$ cat config.mk
export PLATFORM = sky130hd
export DESIGN_NAME = battery_soc_coulomb_ocv_estimator
export DESIGN_NICKNAME = d
export VERILOG_FILES = /design/src/bsoc_pkg.sv /design/src/bsoc_divider.sv /design/src/bsoc_ctrl.sv /design/src/bsoc_datapath.sv /design/src/battery_soc_coulomb_ocv_estimator.sv
export SDC_FILE = /design/constraint.sdc
export NUM_CORES = 2
export LEC_CHECK = 0
export BUFFER_PORTS_ARGS = -buffer_cell sky130_fd_sc_hd__clkbuf_2
export CAP_MARGIN = 40
export CORE_MARGIN = 2
export CORE_UTILIZATION = 42
export CTS_BUF_LIST = sky130_fd_sc_hd__clkbuf_8
export DETAILED_ROUTE_END_ITERATION = 12
export SYNTH_ARGS = -nofsm -noshare
export SYNTH_HDL_FRONTEND = slang
export SYNTH_SLANG_ARGS = --single-unit
$ cat constraint.sdc
create_clock -name clock -period 21.6 [get_ports clock]
set_clock_uncertainty 0.2 [all_clocks]
set_input_delay 1.08 -clock clock [delete_from_list [all_inputs] [get_ports clock]]
set_output_delay 1.08 -clock clock [all_outputs]
set_load 0.01 [all_outputs]
$ cat src/bsoc_pkg.sv
// Shared types and constants for the battery state-of-charge estimator.
// Holds field widths, register indexes, the open-circuit curve and the
// controller/datapath command and status structs. No dependencies.
`timescale 1ns / 1ps

package bsoc_pkg;

   // Field widths
   localparam int VOLT_W     = 16;
   localparam int CUR_W      = 19;
   localparam int TIME_W     = 16;
   localparam int CAP_W      = 16;
   localparam int IDLE_W     = 18;
   localparam int WEIGHT_W   = 16;
   localparam int SOC_W      = 23;
   localparam int MAG_W      = 19;

   // Stream and register port widths
   localparam int REQ_DATA_W = 56;
   localparam int RSP_DATA_W = 24;
   localparam int RSP_USER_W = 2;
   localparam int CSR_DATA_W = 18;
   localparam int CSR_IDX_W  = 2;

   // Request field offsets inside req_tdata
   localparam int REQ_VOLT_LSB = 0;
   localparam int REQ_CUR_LSB  = VOLT_W;
   localparam int REQ_TIME_LSB = VOLT_W + CUR_W;

   // Register indexes
   localparam logic [CSR_IDX_W-1:0] CSR_CAPACITY = 2'd0;
   localparam logic [CSR_IDX_W-1:0] CSR_IDLE     = 2'd1;
   localparam logic [CSR_IDX_W-1:0] CSR_WEIGHT   = 2'd2;

   // Register reset values
   localparam logic [CAP_W-1:0]    CAP_RESET    = 16'd2000;
   localparam logic [IDLE_W-1:0]   IDLE_RESET   = 18'd10000;
   localparam logic [WEIGHT_W-1:0] WEIGHT_RESET = 16'd1311;

   // Coulomb counting: uA * ms per percent per mAh
   localparam int COULOMB_W = 26;
   localparam logic [COULOMB_W-1:0] COULOMB_SCALE = 26'd36000000;

   // Shared divider operand widths
   localparam int DIVIDEND_W = 34;
   localparam int DIVISOR_W  = 42;

   // Open-circuit curve, 0 % to 100 % in steps of 10 %
   localparam int OCV_PTS   = 11;
   localparam int SEG_W     = 4;
   localparam int OCV_NUM_W = 12;
   localparam int OCV_DEN_W = 9;
   localparam int PCT_W     = 7;
   localparam logic [PCT_W-1:0] PCT_FULL = 7'd100;
   localparam logic [3:0]       PCT_SEG  = 4'd10;

   typedef logic [VOLT_W-1:0] mv_type;

   localparam mv_type OCV_BP [0:OCV_PTS-1] = '{
      16'd6000, 16'd6400, 16'd6700, 16'd6900, 16'd7100, 16'd7300,
      16'd7500, 16'd7700, 16'd7900, 16'd8100, 16'd8400
   };

   // Controller to datapath
   typedef struct packed {
      logic load;
      logic prep;
      logic div_start;
      logic div_ocv;
      logic add_delta;
      logic set_target;
      logic init_accum;
      logic diff;
      logic mul_lo;
      logic mul_hi;
      logic apply;
      logic clamp;
      logic emit;
   } bsoc_cmd_type;

   // Datapath to controller
   typedef struct packed {
      logic first;
      logic idle;
      logic sat;
      logic div_done;
      logic div_busy;
      logic out_free;
   } bsoc_stat_type;

endpackage

$ cat src/bsoc_divider.sv
// Bit-serial restoring divider: round(dividend * 2^FRAC_BITS / divisor),
// one quotient bit per cycle, halves rounded up. Depends on bsoc_pkg.
`timescale 1ns / 1ps

module bsoc_divider #(
   parameter int FRAC_BITS = 32
) (
   input  logic                              clock,
   input  logic                              reset,
   input  logic                              start,
   input  logic [bsoc_pkg::DIVIDEND_W-1:0]   dividend,
   input  logic [bsoc_pkg::DIVISOR_W-1:0]    divisor,
   output logic                              busy,
   output logic                              done,
   output logic [FRAC_BITS+9:0]              quotient
);
   import bsoc_pkg::*;

   localparam int QW = DIVIDEND_W + FRAC_BITS;
   localparam int CW = $clog2(QW + 1);
   localparam int RW = FRAC_BITS + 10;

   logic                  busy_ff, busy_in;
   logic                  done_ff, done_in;
   logic [CW-1:0]         cnt_ff, cnt_in;
   logic [QW-1:0]         quo_ff, quo_in;
   logic [DIVISOR_W-1:0]  rem_ff, rem_in;
   logic [DIVISOR_W-1:0]  dsr_ff, dsr_in;
   logic [RW-1:0]         res_ff, res_in;

   logic [DIVISOR_W:0]    rem_sh;
   logic [DIVISOR_W:0]    rem_sub;
   logic                  fits;
   logic                  round_up;
   logic [QW-1:0]         quo_round;
   logic                  last;

   // One restoring step and the final rounding
   assign rem_sh    = {rem_ff, quo_ff[QW-1]};
   assign fits      = rem_sh >= {1'b0, dsr_ff};
   assign rem_sub   = rem_sh - {1'b0, dsr_ff};
   assign round_up  = {rem_ff, 1'b0} >= {1'b0, dsr_ff};
   assign quo_round = quo_ff + QW'(round_up);
   assign last      = cnt_ff == CW'(QW);

   // Sequencing
   always_comb begin
      busy_in = busy_ff;
      done_in = 1'b0;
      cnt_in  = cnt_ff;
      quo_in  = quo_ff;
      rem_in  = rem_ff;
      dsr_in  = dsr_ff;
      res_in  = res_ff;
      if (start) begin
         busy_in = 1'b1;
         cnt_in  = '0;
         quo_in  = {dividend, {FRAC_BITS{1'b0}}};
         rem_in  = '0;
         dsr_in  = divisor;
      end else if (busy_ff) begin
         if (!last) begin
            rem_in = fits ? rem_sub[DIVISOR_W-1:0] : rem_sh[DIVISOR_W-1:0];
            quo_in = {quo_ff[QW-2:0], fits};
            cnt_in = cnt_ff + CW'(1);
         end else begin
            res_in  = quo_round[RW-1:0];
            done_in = 1'b1;
            busy_in = 1'b0;
         end
      end
   end

   always_ff @(posedge clock) begin
      if (reset) begin
         busy_ff <= 1'b0;
         done_ff <= 1'b0;
      end else begin
         busy_ff <= busy_in;
         done_ff <= done_in;
      end
      cnt_ff <= cnt_in;
      quo_ff <= quo_in;
      rem_ff <= rem_in;
      dsr_ff <= dsr_in;
      res_ff <= res_in;
   end

   assign busy     = busy_ff;
   assign done     = done_ff;
   assign quotient = res_ff;

endmodule

$ cat src/bsoc_ctrl.sv
// Controller state machine for the state-of-charge estimator.
// Sequences the datapath by commands; reads its status. Depends on bsoc_pkg.
`timescale 1ns / 1ps

module bsoc_ctrl (
   input  logic                    clock,
   input  logic                    reset,
   input  logic                    req_tvalid,
   output logic                    req_tready,
   input  bsoc_pkg::bsoc_stat_type stat,
   output bsoc_pkg::bsoc_cmd_type  cmd
);
   import bsoc_pkg::*;

   localparam logic [3:0] S_IDLE  = 4'd0;
   localparam logic [3:0] S_PREP  = 4'd1;
   localparam logic [3:0] S_CDIV  = 4'd2;
   localparam logic [3:0] S_CWAIT = 4'd3;
   localparam logic [3:0] S_ODIV  = 4'd4;
   localparam logic [3:0] S_OWAIT = 4'd5;
   localparam logic [3:0] S_TGT   = 4'd6;
   localparam logic [3:0] S_INIT  = 4'd7;
   localparam logic [3:0] S_DIFF  = 4'd8;
   localparam logic [3:0] S_MLO   = 4'd9;
   localparam logic [3:0] S_MHI   = 4'd10;
   localparam logic [3:0] S_APPLY = 4'd11;
   localparam logic [3:0] S_CLAMP = 4'd12;
   localparam logic [3:0] S_OUT   = 4'd13;

   logic [3:0] state_ff, state_in;

   // Next state and commands
   always_comb begin
      state_in   = state_ff;
      cmd        = '0;
      req_tready = 1'b0;
      unique case (state_ff)
         S_IDLE: begin
            req_tready = 1'b1;
            if (req_tvalid) begin
               cmd.load = 1'b1;
               state_in = S_PREP;
            end
         end
         S_PREP: begin
            cmd.prep = 1'b1;
            state_in = stat.first ? S_ODIV : S_CDIV;
         end
         S_CDIV: begin
            cmd.div_start = 1'b1;
            state_in      = S_CWAIT;
         end
         S_CWAIT: begin
            if (stat.div_done) begin
               cmd.add_delta = 1'b1;
               state_in      = stat.idle ? S_ODIV : S_CLAMP;
            end
         end
         S_ODIV: begin
            // off either end of the curve the target needs no division
            if (stat.sat) begin
               state_in = S_TGT;
            end else begin
               cmd.div_start = 1'b1;
               cmd.div_ocv   = 1'b1;
               state_in      = S_OWAIT;
            end
         end
         S_OWAIT: begin
            if (stat.div_done) begin
               state_in = S_TGT;
            end
         end
         S_TGT: begin
            cmd.set_target = 1'b1;
            state_in       = stat.first ? S_INIT : S_DIFF;
         end
         S_INIT: begin
            cmd.init_accum = 1'b1;
            state_in       = S_OUT;
         end
         S_DIFF: begin
            cmd.diff = 1'b1;
            state_in = S_MLO;
         end
         S_MLO: begin
            cmd.mul_lo = 1'b1;
            state_in   = S_MHI;
         end
         S_MHI: begin
            cmd.mul_hi = 1'b1;
            state_in   = S_APPLY;
         end
         S_APPLY: begin
            cmd.apply = 1'b1;
            state_in  = S_CLAMP;
         end
         S_CLAMP: begin
            cmd.clamp = 1'b1;
            state_in  = S_OUT;
         end
         S_OUT: begin
            if (stat.out_free) begin
               cmd.emit = 1'b1;
               state_in = S_IDLE;
            end
         end
         default: begin
            state_in = S_IDLE;
         end
      endcase
   end

   always_ff @(posedge clock) begin
      if (reset) begin
         state_ff <= S_IDLE;
      end else begin
         state_ff <= state_in;
      end
   end

endmodule

$ cat src/bsoc_datapath.sv
// Datapath of the state-of-charge estimator: registers, curve lookup,
// charge accumulator, blend multiplier and response register.
// Depends on bsoc_pkg and bsoc_divider.
`timescale 1ns / 1ps

module bsoc_datapath #(
   parameter int FRAC_BITS = 32
) (
   input  logic                              clock,
   input  logic                              reset,
   input  logic                              csr_we,
   input  logic [bsoc_pkg::CSR_IDX_W-1:0]    csr_index,
   input  logic [bsoc_pkg::CSR_DATA_W-1:0]   csr_wdata,
   input  logic [bsoc_pkg::REQ_DATA_W-1:0]   req_tdata,
   input  bsoc_pkg::bsoc_cmd_type            cmd,
   output bsoc_pkg::bsoc_stat_type           stat,
   output logic                              rsp_tvalid,
   input  logic                              rsp_tready,
   output logic [bsoc_pkg::RSP_DATA_W-1:0]   rsp_tdata,
   output logic [bsoc_pkg::RSP_USER_W-1:0]   rsp_tuser
);
   import bsoc_pkg::*;

   localparam int AW = FRAC_BITS + 11;   // signed accumulator before clamp
   localparam int TW = FRAC_BITS + 7;    // curve target, 0..100 %
   localparam int RW = FRAC_BITS + 10;   // divider result
   localparam int MW = FRAC_BITS + 10;   // blend difference magnitude

   localparam logic [TW-1:0] FULL_SCALE = {PCT_FULL, {FRAC_BITS{1'b0}}};
   localparam logic signed [AW-1:0] FULL_ACC = {{(AW-TW){1'b0}}, FULL_SCALE};

   // Configuration
   logic [CAP_W-1:0]    cap_ff, cap_in;
   logic [IDLE_W-1:0]   idle_lim_ff, idle_lim_in;
   logic [WEIGHT_W-1:0] weight_ff, weight_in;

   // Request and prepared operands
   logic [VOLT_W-1:0]     volt_ff, volt_in;
   logic [CUR_W-1:0]      cur_ff, cur_in;
   logic [TIME_W-1:0]     time_ff, time_in;
   logic                  neg_ff, neg_in;
   logic                  quiet_ff, quiet_in;
   logic [DIVIDEND_W-1:0] prod_ff, prod_in;
   logic [DIVISOR_W-1:0]  cden_ff, cden_in;
   logic [SEG_W-1:0]      seg_ff, seg_in;
   logic [OCV_NUM_W-1:0]  onum_ff, onum_in;
   logic [OCV_DEN_W-1:0]  oden_ff, oden_in;
   logic                  sat_hi_ff, sat_hi_in;
   logic                  sat_lo_ff, sat_lo_in;

   // Estimator state and working registers
   logic                  init_ff, init_in;
   logic                  first_ff, first_in;
   logic                  applied_ff, applied_in;
   logic signed [AW-1:0]  accum_ff, accum_in;
   logic [TW-1:0]         target_ff, target_in;
   logic                  down_ff, down_in;
   logic [MW-1:0]         dmag_ff, dmag_in;
   logic [15:0]           lo_ff, lo_in;
   logic [MW-1:0]         step_ff, step_in;

   // Response register
   logic                  rsp_valid_ff, rsp_valid_in;
   logic [SOC_W-1:0]      rsp_soc_ff, rsp_soc_in;
   logic                  rsp_first_ff, rsp_first_in;
   logic                  rsp_applied_ff, rsp_applied_in;

   // Combinational helpers
   logic [MAG_W-1:0]        mag_c;
   logic [MAG_W+TIME_W-1:0] prod_c;
   logic [CAP_W-1:0]        cap_eff_c;
   logic [SEG_W-1:0]        seg_c;
   logic [SEG_W-1:0]        seg_nx_c;
   logic [VOLT_W-1:0]       ofs_c;
   logic [VOLT_W-1:0]       span_c;
   logic [PCT_W-1:0]        seg_pct_c;
   logic signed [AW-1:0]    delta_s;
   logic signed [AW-1:0]    step_s;
   logic signed [AW-1:0]    diff_c;
   logic [AW-1:0]           dabs_c;
   logic [31:0]             lo_prod_c;
   logic [31:0]             lo_sum_c;
   logic [MW-1:0]           hi_prod_c;

   logic                    div_busy;
   logic                    div_done;
   logic [RW-1:0]           div_res;
   logic [DIVIDEND_W-1:0]   div_dividend;
   logic [DIVISOR_W-1:0]    div_divisor;

   // Current magnitude, charge product and capacity divisor
   assign mag_c     = cur_ff[CUR_W-1] ? (~cur_ff + MAG_W'(1)) : cur_ff;
   assign prod_c    = mag_c * time_ff;
   assign cap_eff_c = (cap_ff == '0) ? CAP_W'(1) : cap_ff;

   // Curve segment: highest breakpoint strictly below the voltage
   always_comb begin
      seg_c = '0;
      for (int k = 1; k < OCV_PTS - 1; k++) begin
         if (volt_ff > OCV_BP[k]) begin
            seg_c = SEG_W'(k);
         end
      end
   end

   assign seg_nx_c  = seg_c + SEG_W'(1);
   assign ofs_c     = volt_ff - OCV_BP[seg_c];
   assign span_c    = OCV_BP[seg_nx_c] - OCV_BP[seg_c];
   assign seg_pct_c = PCT_W'(seg_ff) * PCT_W'(PCT_SEG);

   // Accumulator arithmetic
   assign delta_s   = signed'({1'b0, div_res});
   assign step_s    = signed'({1'b0, step_ff});
   assign diff_c    = signed'({{(AW-TW){1'b0}}, target_ff}) - accum_ff;
   assign dabs_c    = diff_c[AW-1] ? (~diff_c + AW'(1)) : diff_c;
   assign lo_prod_c = dmag_ff[15:0] * weight_ff;
   assign lo_sum_c  = lo_prod_c + 32'h0000_8000;
   assign hi_prod_c = dmag_ff[MW-1:16] * weight_ff;

   // Divider operand select
   assign div_dividend = cmd.div_ocv ? DIVIDEND_W'(onum_ff) : prod_ff;
   assign div_divisor  = cmd.div_ocv ? DIVISOR_W'(oden_ff) : cden_ff;

   bsoc_divider #(
      .FRAC_BITS (FRAC_BITS)
   ) u_div (
      .clock    (clock),
      .reset    (reset),
      .start    (cmd.div_start),
      .dividend (div_dividend),
      .divisor  (div_divisor),
      .busy     (div_busy),
      .done     (div_done),
      .quotient (div_res)
   );

   // Next-state logic
   always_comb begin
      cap_in         = cap_ff;
      idle_lim_in    = idle_lim_ff;
      weight_in      = weight_ff;
      volt_in        = volt_ff;
      cur_in         = cur_ff;
      time_in        = time_ff;
      neg_in         = neg_ff;
      quiet_in       = quiet_ff;
      prod_in        = prod_ff;
      cden_in        = cden_ff;
      seg_in         = seg_ff;
      onum_in        = onum_ff;
      oden_in        = oden_ff;
      sat_hi_in      = sat_hi_ff;
      sat_lo_in      = sat_lo_ff;
      init_in        = init_ff;
      first_in       = first_ff;
      applied_in     = applied_ff;
      accum_in       = accum_ff;
      target_in      = target_ff;
      down_in        = down_ff;
      dmag_in        = dmag_ff;
      lo_in          = lo_ff;
      step_in        = step_ff;
      rsp_valid_in   = rsp_valid_ff;
      rsp_soc_in     = rsp_soc_ff;
      rsp_first_in   = rsp_first_ff;
      rsp_applied_in = rsp_applied_ff;

      // register writes
      if (csr_we) begin
         unique case (csr_index)
            CSR_CAPACITY: cap_in      = csr_wdata[CAP_W-1:0];
            CSR_IDLE:     idle_lim_in = csr_wdata[IDLE_W-1:0];
            CSR_WEIGHT:   weight_in   = csr_wdata[WEIGHT_W-1:0];
            default: begin
            end
         endcase
      end

      // capture request
      if (cmd.load) begin
         volt_in    = req_tdata[REQ_VOLT_LSB +: VOLT_W];
         cur_in     = req_tdata[REQ_CUR_LSB +: CUR_W];
         time_in    = req_tdata[REQ_TIME_LSB +: TIME_W];
         first_in   = !init_ff;
         applied_in = 1'b0;
      end

      // operands for both divisions and the idle test
      if (cmd.prep) begin
         neg_in    = cur_ff[CUR_W-1];
         quiet_in  = mag_c < {1'b0, idle_lim_ff};
         prod_in   = prod_c[DIVIDEND_W-1:0];
         cden_in   = COULOMB_SCALE * cap_eff_c;
         seg_in    = seg_c;
         onum_in   = OCV_NUM_W'(ofs_c[OCV_DEN_W-1:0]) * OCV_NUM_W'(PCT_SEG);
         oden_in   = span_c[OCV_DEN_W-1:0];
         sat_hi_in = volt_ff >= OCV_BP[OCV_PTS-1];
         sat_lo_in = volt_ff <= OCV_BP[0];
      end

      // counted charge
      if (cmd.add_delta) begin
         accum_in = neg_ff ? (accum_ff - delta_s) : (accum_ff + delta_s);
      end

      // curve target
      if (cmd.set_target) begin
         if (sat_hi_ff) begin
            target_in = FULL_SCALE;
         end else if (sat_lo_ff) begin
            target_in = '0;
         end else begin
            target_in = {seg_pct_c, {FRAC_BITS{1'b0}}} + div_res[TW-1:0];
         end
      end

      // first sample: charge straight from the curve
      if (cmd.init_accum) begin
         accum_in = signed'({{(AW-TW){1'b0}}, target_ff});
         init_in  = 1'b1;
      end

      // blend toward the target
      if (cmd.diff) begin
         down_in = diff_c[AW-1];
         dmag_in = dabs_c[MW-1:0];
      end
      if (cmd.mul_lo) begin
         lo_in = lo_sum_c[31:16];
      end
      if (cmd.mul_hi) begin
         step_in = hi_prod_c + MW'(lo_ff);
      end
      if (cmd.apply) begin
         accum_in   = down_ff ? (accum_ff - step_s) : (accum_ff + step_s);
         applied_in = 1'b1;
      end

      // clamp to 0..100 %
      if (cmd.clamp) begin
         if (accum_ff[AW-1]) begin
            accum_in = '0;
         end else if (accum_ff > FULL_ACC) begin
            accum_in = FULL_ACC;
         end
      end

      // response register
      if (rsp_valid_ff && rsp_tready) begin
         rsp_valid_in = 1'b0;
      end
      if (cmd.emit) begin
         rsp_valid_in   = 1'b1;
         rsp_soc_in     = accum_ff[FRAC_BITS+6 -: SOC_W];
         rsp_first_in   = first_ff;
         rsp_applied_in = applied_ff;
      end
   end

   always_ff @(posedge clock) begin
      if (reset) begin
         cap_ff       <= CAP_RESET;
         idle_lim_ff  <= IDLE_RESET;
         weight_ff    <= WEIGHT_RESET;
         init_ff      <= 1'b0;
         accum_ff     <= '0;
         rsp_valid_ff <= 1'b0;
      end else begin
         cap_ff       <= cap_in;
         idle_lim_ff  <= idle_lim_in;
         weight_ff    <= weight_in;
         init_ff      <= init_in;
         accum_ff     <= accum_in;
         rsp_valid_ff <= rsp_valid_in;
      end
      volt_ff        <= volt_in;
      cur_ff         <= cur_in;
      time_ff        <= time_in;
      neg_ff         <= neg_in;
      quiet_ff       <= quiet_in;
      prod_ff        <= prod_in;
      cden_ff        <= cden_in;
      seg_ff         <= seg_in;
      onum_ff        <= onum_in;
      oden_ff        <= oden_in;
      sat_hi_ff      <= sat_hi_in;
      sat_lo_ff      <= sat_lo_in;
      first_ff       <= first_in;
      applied_ff     <= applied_in;
      target_ff      <= target_in;
      down_ff        <= down_in;
      dmag_ff        <= dmag_in;
      lo_ff          <= lo_in;
      step_ff        <= step_in;
      rsp_soc_ff     <= rsp_soc_in;
      rsp_first_ff   <= rsp_first_in;
      rsp_applied_ff <= rsp_applied_in;
   end

   // Status and outputs
   assign stat.first    = first_ff;
   assign stat.idle     = quiet_ff;
   assign stat.sat      = sat_hi_ff | sat_lo_ff;
   assign stat.div_done = div_done;
   assign stat.div_busy = div_busy;
   assign stat.out_free = !rsp_valid_ff || rsp_tready;

   assign rsp_tvalid = rsp_valid_ff;
   assign rsp_tdata  = {{(RSP_DATA_W-SOC_W){1'b0}}, rsp_soc_ff};
   assign rsp_tuser  = {rsp_applied_ff, rsp_first_ff};

endmodule

$ cat src/battery_soc_coulomb_ocv_estimator.sv
// Battery state-of-charge estimator for a 2S Li-ion pack: one request in
// (voltage, current, elapsed time), one state-of-charge response out. The
// first request after reset sets the charge from the open-circuit curve;
// later ones add counted charge and, while the current is below the idle
// limit, blend toward the curve value, then clamp to 0..100 %. Requests are
// handled one at a time. Each division goes one quotient bit per cycle
// through the shared serial divider: later requests divide for the counted
// charge, and a first request or the idle blend divides for the curve
// value; a voltage off either end of the curve needs no curve division.
// A new request is taken while the previous response waits.
`timescale 1ns / 1ps

module battery_soc_coulomb_ocv_estimator #(
   parameter int ACCUM_FRAC_BITS = 32
) (
   input  logic                               clock,
   input  logic                               reset,
   // register write port
   input  logic                               csr_we,
   input  logic [bsoc_pkg::CSR_IDX_W-1:0]     csr_index,
   input  logic [bsoc_pkg::CSR_DATA_W-1:0]    csr_wdata,
   // request stream
   input  logic                               req_tvalid,
   output logic                               req_tready,
   // bus_voltage_mv [15:0], current_ua [34:16], elapsed_ms [50:35], zero [55:51]
   input  logic [bsoc_pkg::REQ_DATA_W-1:0]    req_tdata,
   // response stream
   output logic                               rsp_tvalid,
   input  logic                               rsp_tready,
   // soc_q16 [22:0], zero [23]
   output logic [bsoc_pkg::RSP_DATA_W-1:0]    rsp_tdata,
   // was_first [0], ocv_applied [1]
   output logic [bsoc_pkg::RSP_USER_W-1:0]    rsp_tuser
);
   import bsoc_pkg::*;

   bsoc_cmd_type  cmd;
   bsoc_stat_type stat;

   bsoc_ctrl u_ctrl (
      .clock      (clock),
      .reset      (reset),
      .req_tvalid (req_tvalid),
      .req_tready (req_tready),
      .stat       (stat),
      .cmd        (cmd)
   );

   bsoc_datapath #(
      .FRAC_BITS (ACCUM_FRAC_BITS)
   ) u_dp (
      .clock      (clock),
      .reset      (reset),
      .csr_we     (csr_we),
      .csr_index  (csr_index),
      .csr_wdata  (csr_wdata),
      .req_tdata  (req_tdata),
      .cmd        (cmd),
      .stat       (stat),
      .rsp_tvalid (rsp_tvalid),
      .rsp_tready (rsp_tready),
      .rsp_tdata  (rsp_tdata),
      .rsp_tuser  (rsp_tuser)
   );

`ifndef SYNTHESIS
   // one request at a time
   a_single_request: assert property (@(posedge clock) disable iff (reset)
      (req_tvalid && req_tready) |=> !req_tready)
      else $error("request accepted while another is in progress");

   // divider is never restarted mid-division
   a_div_start_idle: assert property (@(posedge clock) disable iff (reset)
      cmd.div_start |-> !stat.div_busy)
      else $error("divider started while busy");

   // a response is never overwritten before it is taken
   a_emit_free: assert property (@(posedge clock) disable iff (reset)
      cmd.emit |-> (!rsp_tvalid || rsp_tready))
      else $error("response overwritten while pending");

   // the curve-initialized sample never reports a blend
   a_first_no_blend: assert property (@(posedge clock) disable iff (reset)
      (rsp_tvalid && rsp_tuser[0]) |-> !rsp_tuser[1])
      else $error("first sample flagged as blended");
`endif

endmodule

# Yosys cells after proc, flatten, opt, wreduce, memory -nomap -nowiden
# Memory sizes are Yosys's and may differ from the RTL's.
# Index checks and enable logic that the tools add are counted.
totals:
  ff_bits: 614
  ramBits: 0
  output_inout_bits: 28
  mem_bits_ro: 512
  latch_bits: 0
  mem_count: 2
  elab_cells: 193
classes:
  n_shift: 0
  div_mod_pow: 0
  eq_ne: 21
  n_addsub: 16
  multipliers: 6
  n_mux: 64
  reduce_logical: 19
  bitwise_logic: 8
  order_cmp: 17
mem_list:
  columns: ["memory", "words", "width", "rd", "rd_clocked_by_memory_dff", "write_ports", "line", "source"]
  rows:
  - ["(name not given)", 16, 16, 1, 0, 0, "bsoc_datapath.sv:108", "assign span_c = OCV_BP[seg_nx_c] - OCV_BP[seg_c];"]
  - ["(name not given)", 16, 16, 1, 0, 0, "bsoc_datapath.sv:108", null]
op_table:
  columns: ["operator", "count"]
  rows:
  - ["$mux W43", 8]
  - ["$mux W66", 3]
  - ["$gt A16 B13 Y1 const B", 9]
  - ["$add A43 B43 Y43", 2]
  - ["$ge A43 B42 Y1", 2]
  - ["$sub A43 B43 Y43", 2]
  - ["$mux W42", 2]
  - ["$pmux W4 S13", 1]
  - ["$mux W9", 5]
  - ["$gt A43 B40 Y1 const B", 1]
  - ["$sub A40 B43 Y43", 1]
  - ["$add A42 B1 Y42", 1]
  - ["$add A42 B16 Y42", 1]
  - ["$add A42 B2 Y42 const B", 1]
  - ["$mul A26 B16 Y42", 1]
  - ["$not A42 Y42", 1]
  - ["$sub A42 B42 Y42", 1]
  - ["$add A39 B39 Y39", 1]
  - ["$mux W39", 1]
  - ["$mul A18 B16 Y34 const A", 1]
  - ["$mul A19 B16 Y34", 1]
  - ["$mux W34", 1]
  - ["$add A32 B16 Y32 const B", 1]
  - ["$mul A16 B16 Y32", 1]
  - ["other kinds (42)", 102]

# Logic depth before layout (Yosys ltp)
depth:
  word_depth: 16
  depth_mapped: 34
  ltp_nobuf: 31

# Modules after synthesis
# From an unflattened synthesis, not the netlist that was laid out.
hier_totals:
  cells_unflattened: 7951
  area_unflattened_um2: 72704.7
by_module_without_submodules:
  columns: ["mod", "cells_each", "area_per_inst_um2", "n_inst"]
  rows:
  - ["bsoc_datapath", 6765, 61709.2, 1]
  - ["bsoc_divider", 1115, 10517.6, 1]
  - ["bsoc_ctrl", 71, 478.0, 1]

# Worst setup path before layout
# OpenSTA, ideal clock, no wires.
synth_path:
  kind: "reg-to-reg"
  startpoint: "reg u_dp.cur_ff[0]"
  endpoint: "reg u_dp.prod_ff[30] (data pin)"
  arrival_ps: 7637
  slack_ps: 13505
  t_required_ps: 21142
  n_path_buf: 3
  setup_time_ps: 258
  path_stages_with_launch: 33
  cell_sequence: "edfxtp_1 > buf_1 > clkbuf_1 > inv_1 > ha_1 > nand2_1 > nor4_1 > inv_1 > o41a_1 > xor2_1 > clkbuf_1 > nand2_1 > fa_1 > fa_1 > inv_1 > fa_1 > fa_1 > fa_1 > inv_1 > fa_1 > inv_1 > ha_1 > or2_2 > a21oi_1 > o21ai_0 > nand2_1 > a31oi_1 > o41ai_1 > o211a_1 > o21bai_1 > a21oi_1 > o21ba_2 > xnor2_1"
synth_via:
  elab_chain_len: 4
synth_lines:
  columns: ["element", "line", "source"]
  rows:
  - ["from (decl)", "bsoc_datapath.sv:39", "logic [CUR_W-1:0] cur_ff, cur_in;"]
  - ["from (signal assigned)", "bsoc_datapath.sv:277", "cur_ff <= cur_in;"]
  - ["$not A19 Y19", "bsoc_datapath.sv:92", "assign mag_c = cur_ff[CUR_W-1] ? (~cur_ff + MAG_W'(1)) : cur_ff;"]
  - ["$add A19 B1 Y19", "bsoc_datapath.sv:92", null]
  - ["$mux W19 (*)", "bsoc_datapath.sv:92", null]
  - ["$mul A19 B16 Y34 (*)", "bsoc_datapath.sv:93", "assign prod_c = mag_c * time_ff;"]
  - ["via u_dp.prod_c[30]", "bsoc_datapath.sv:70", "logic [MAG_W+TIME_W-1:0] prod_c;"]
  - ["to (signal assigned)", "bsoc_datapath.sv:281", "prod_ff <= prod_in;"]
  - ["to (decl)", "bsoc_datapath.sv:43", "logic [DIVIDEND_W-1:0] prod_ff, prod_in;"]
# Mark *: on every way through the listed nets, which the timed path passes. The rest lies on a longest branch.
# A chain may end at the register's enable or synchronous reset.

# Final worst setup path
layout_path:
  startpoint: "reg u_dp.cur_ff[0]"
  endpoint: "reg u_dp.prod_ff[33] (data pin)"
# Same word-level chain as after synthesis.

==> metrics.cfg <==
[setup_path]
cp-start-kind = flip-flop
cp_slowest_cell = edfxtp_1
path_class = reg2reg
crit_fanout = 20
critPathRequiredTime_ps = 21990
cp-startpoint = u_dp.cur_ff[0]$_DFFE_PP_
cpMostUsedCell = fa_1
slowest_delay_ps = 740
ff2ff_path_depth = 28
cp.arrival_ps = 9150
r2r_start = u_dp.cur_ff[0]$_DFFE_PP_
end_kind = flip-flop

[worst_hold_path]
hold_path_class = in2reg
worstHoldStart = req_tdata[35]
min_path_cells = 1

[sta]
setup_viol = 0
slew_viol_final = 0
grt_setup_unrepaired = no
fin_crit_ps = 8750
hold_viol = 0
max_freq_ghz = 0.114
period_share_pct = 40.5
relSlewSlack_pct = 34.9
setup_tns_ps = 0
worst_slew_pin_slew_ps = 976

[cells_and_area]
multiInputGateArea_mm2 = 0.0494
finalNetCount = 9350
seqCellArea_mm2 = 0.0165
fillers = 16343
synthToLayoutAreaGrowth_pct = 7.19
drive_above_1_share_pct = 5.19
mostFrequentLayoutCells = inv_1 (1211), nand2_1 (1008), fa_1 (841)
final_common_cell = inv_1

[clock_tree]
clockBufferDepth = 3
cts_buffers = 110
cts.sinks = 610
cts_hold_buffers = 0
root_buffer = clkbuf_8
clk_latency_ps = 850
cts_resized = 0
cts_setup_buffers = 0
clk_pin_slew_ps = 70
cts_max_level = 3
cts_tree = built

[route]
vias = 53919
drt_iter0_markers = 3103
drtAntennaViolNets = 0
drtPass1Iterations = 6
wl_per_cell_um = 18.5
routed_via_density = 5.36
drc_errors = 0
wl_mm = 186

[yosys]
synth.largest_area_cell = fa_1
yosys_warnings = 0
synth_ff_type = edfxtp_1
synth_top_area_share_pct = 23.6
synth-seq-cells = 610
synth_area_mm2 = 0.0715
synth-seq-area-share_pct = 23.1
synthCells = 7782
syn-num-nets = 9390
async_reset_ff_share_pct = 0
synthDistinctLibCells = 96
avgSynthCellArea_um2 = 9.18
synth-edff-count = 427
netlist_top_cells_area = fa_1 (24%), edfxtp_1 (18%), ha_1 (12%)

[floorplanning]
core_mm2 = 0.169
dieArea_mm2 = 0.173
rows = 151
die_height_um = 416
start_util_pct = 42.2
die_w_um = 416
io_pins = 109

[placed_design]
io_buffers = 102
hpwl_mm = 143
place_congestion = 0.899

[grt]
grt-ovfl-total = 0
grt_pass1_vias = 55452
antenna_found_initial = 2
grt_max_degree = 69
grt_pass1_wl_mm = 300
grt_usage_pct = 21.6

[status]
status = finished clean

[flow_run]
maxCapViolCount = 0

-- path summary, 6_finish.rpt --
path | slack [ps] | end
max | 12850 | u_dp.prod_ff[33]$_DFFE_PN_
min | 210 | u_dp.time_ff[0]$_DFFE_PP_
max reg2reg | 12850 | u_dp.prod_ff[33]$_DFFE_PN_
min reg2reg | 260 | u_dp.init_ff$_SDFFE_PP0P_
-- state kept, by name (all words and copies together), names as in the netlist, 39 cells and up --
name,cells
u_dp.u_div.quo_ff,66
u_dp.accum_ff,43
u_dp.dmag_ff,42
u_dp.step_ff,42
u_dp.u_div.quotient,42
u_dp.u_div.rem_ff,42
u_dp.u_div.dsr_ff,40
u_dp.target_ff,39
-- critical path: cells and delay by family (launching register included) --
kind                       cells  cell delay, ps
adders and majority gates      7            3420
AOI/OAI and AO/OA              9            2080
and+or+nand+nor                6            1380
DFF                            1             740
buffers and inverters          4             430
xor gates and xnor gates       2             260
-- cells by family (layout without fill, tap and decap cells) --
family                   after synthesis  in the layout  share of synthesized area, %
buffers and inverters               1502           1558                          7.98
adder cells (fa/ha/maj)             1528           1528                          35.6
AO/OA/AOI/OAI                       1288           1288                          11.5
flip-flops                           610            610                          23.1
AND/OR/NAND/NOR                     2395           2395                          16.2
XOR/XNOR                             439            439                          5.38
other                                  1              3                       0.00525
multiplexers                          19             19                         0.273
-- layer usage --
metal	share of wire, %	global-route usage (%)	vias to the layer above
met3	4.1	2.36	338
li1	-	-	25458
met1	43	27.5	26889
met2	50	38.2	1234
met5	0	0	-
met4	3.3	7.23	0
-- area by class of cell --
class | instances | area share, %
Timing Repair Buffer | 183 | 1.59
Tap cell | 2218 | 3.62
Multi-Input combinational cell | 5670 | 64.5
Clock inverter | 81 | 0.768
Inverter | 1167 | 5.72
Antenna cell | 2 | 0.00653
Clock buffer | 127 | 2.28
Sequential cell | 610 | 21.5
-- metrics by stage --
stage	instance area, um^2	instances	utilization [%]	hold slack, ps	worst slack [ps]
after floorplan	71500	7782	-	208	13500
after global placement	74100	9838	43.8	239	12900
after detailed placement	74200	9848	43.9	253	12780
after CTS	76600	10056	45.2	87.5	12800
after global routing	76600	10057	45.2	140	12260
final	76600	10058	45.2	208	12850
-- synthesized netlist by cell type, types with 33 or more instances --
master,instances
fa_1,841
o21ai_0,228
nor2_1,364
a21oi_1,418
edfxtp_1,427
xor2_1,120
nand2_1,1009
a31oi_1,44
nand3_1,77
ha_1,686
a211oi_1,49
nand4_1,43
o211ai_1,61
o21a_1,50
o31ai_1,33
xnor2_1,319
nand2b_1,64
dfxtp_1,183
a21o_1,148
nor3_1,105
and2_1,453
nor2b_1,82
clkbuf_1,292
inv_1,1165
Power is not shown: default switching activity piles up to over one toggle a cycle in this logic, so the estimate is an artifact.
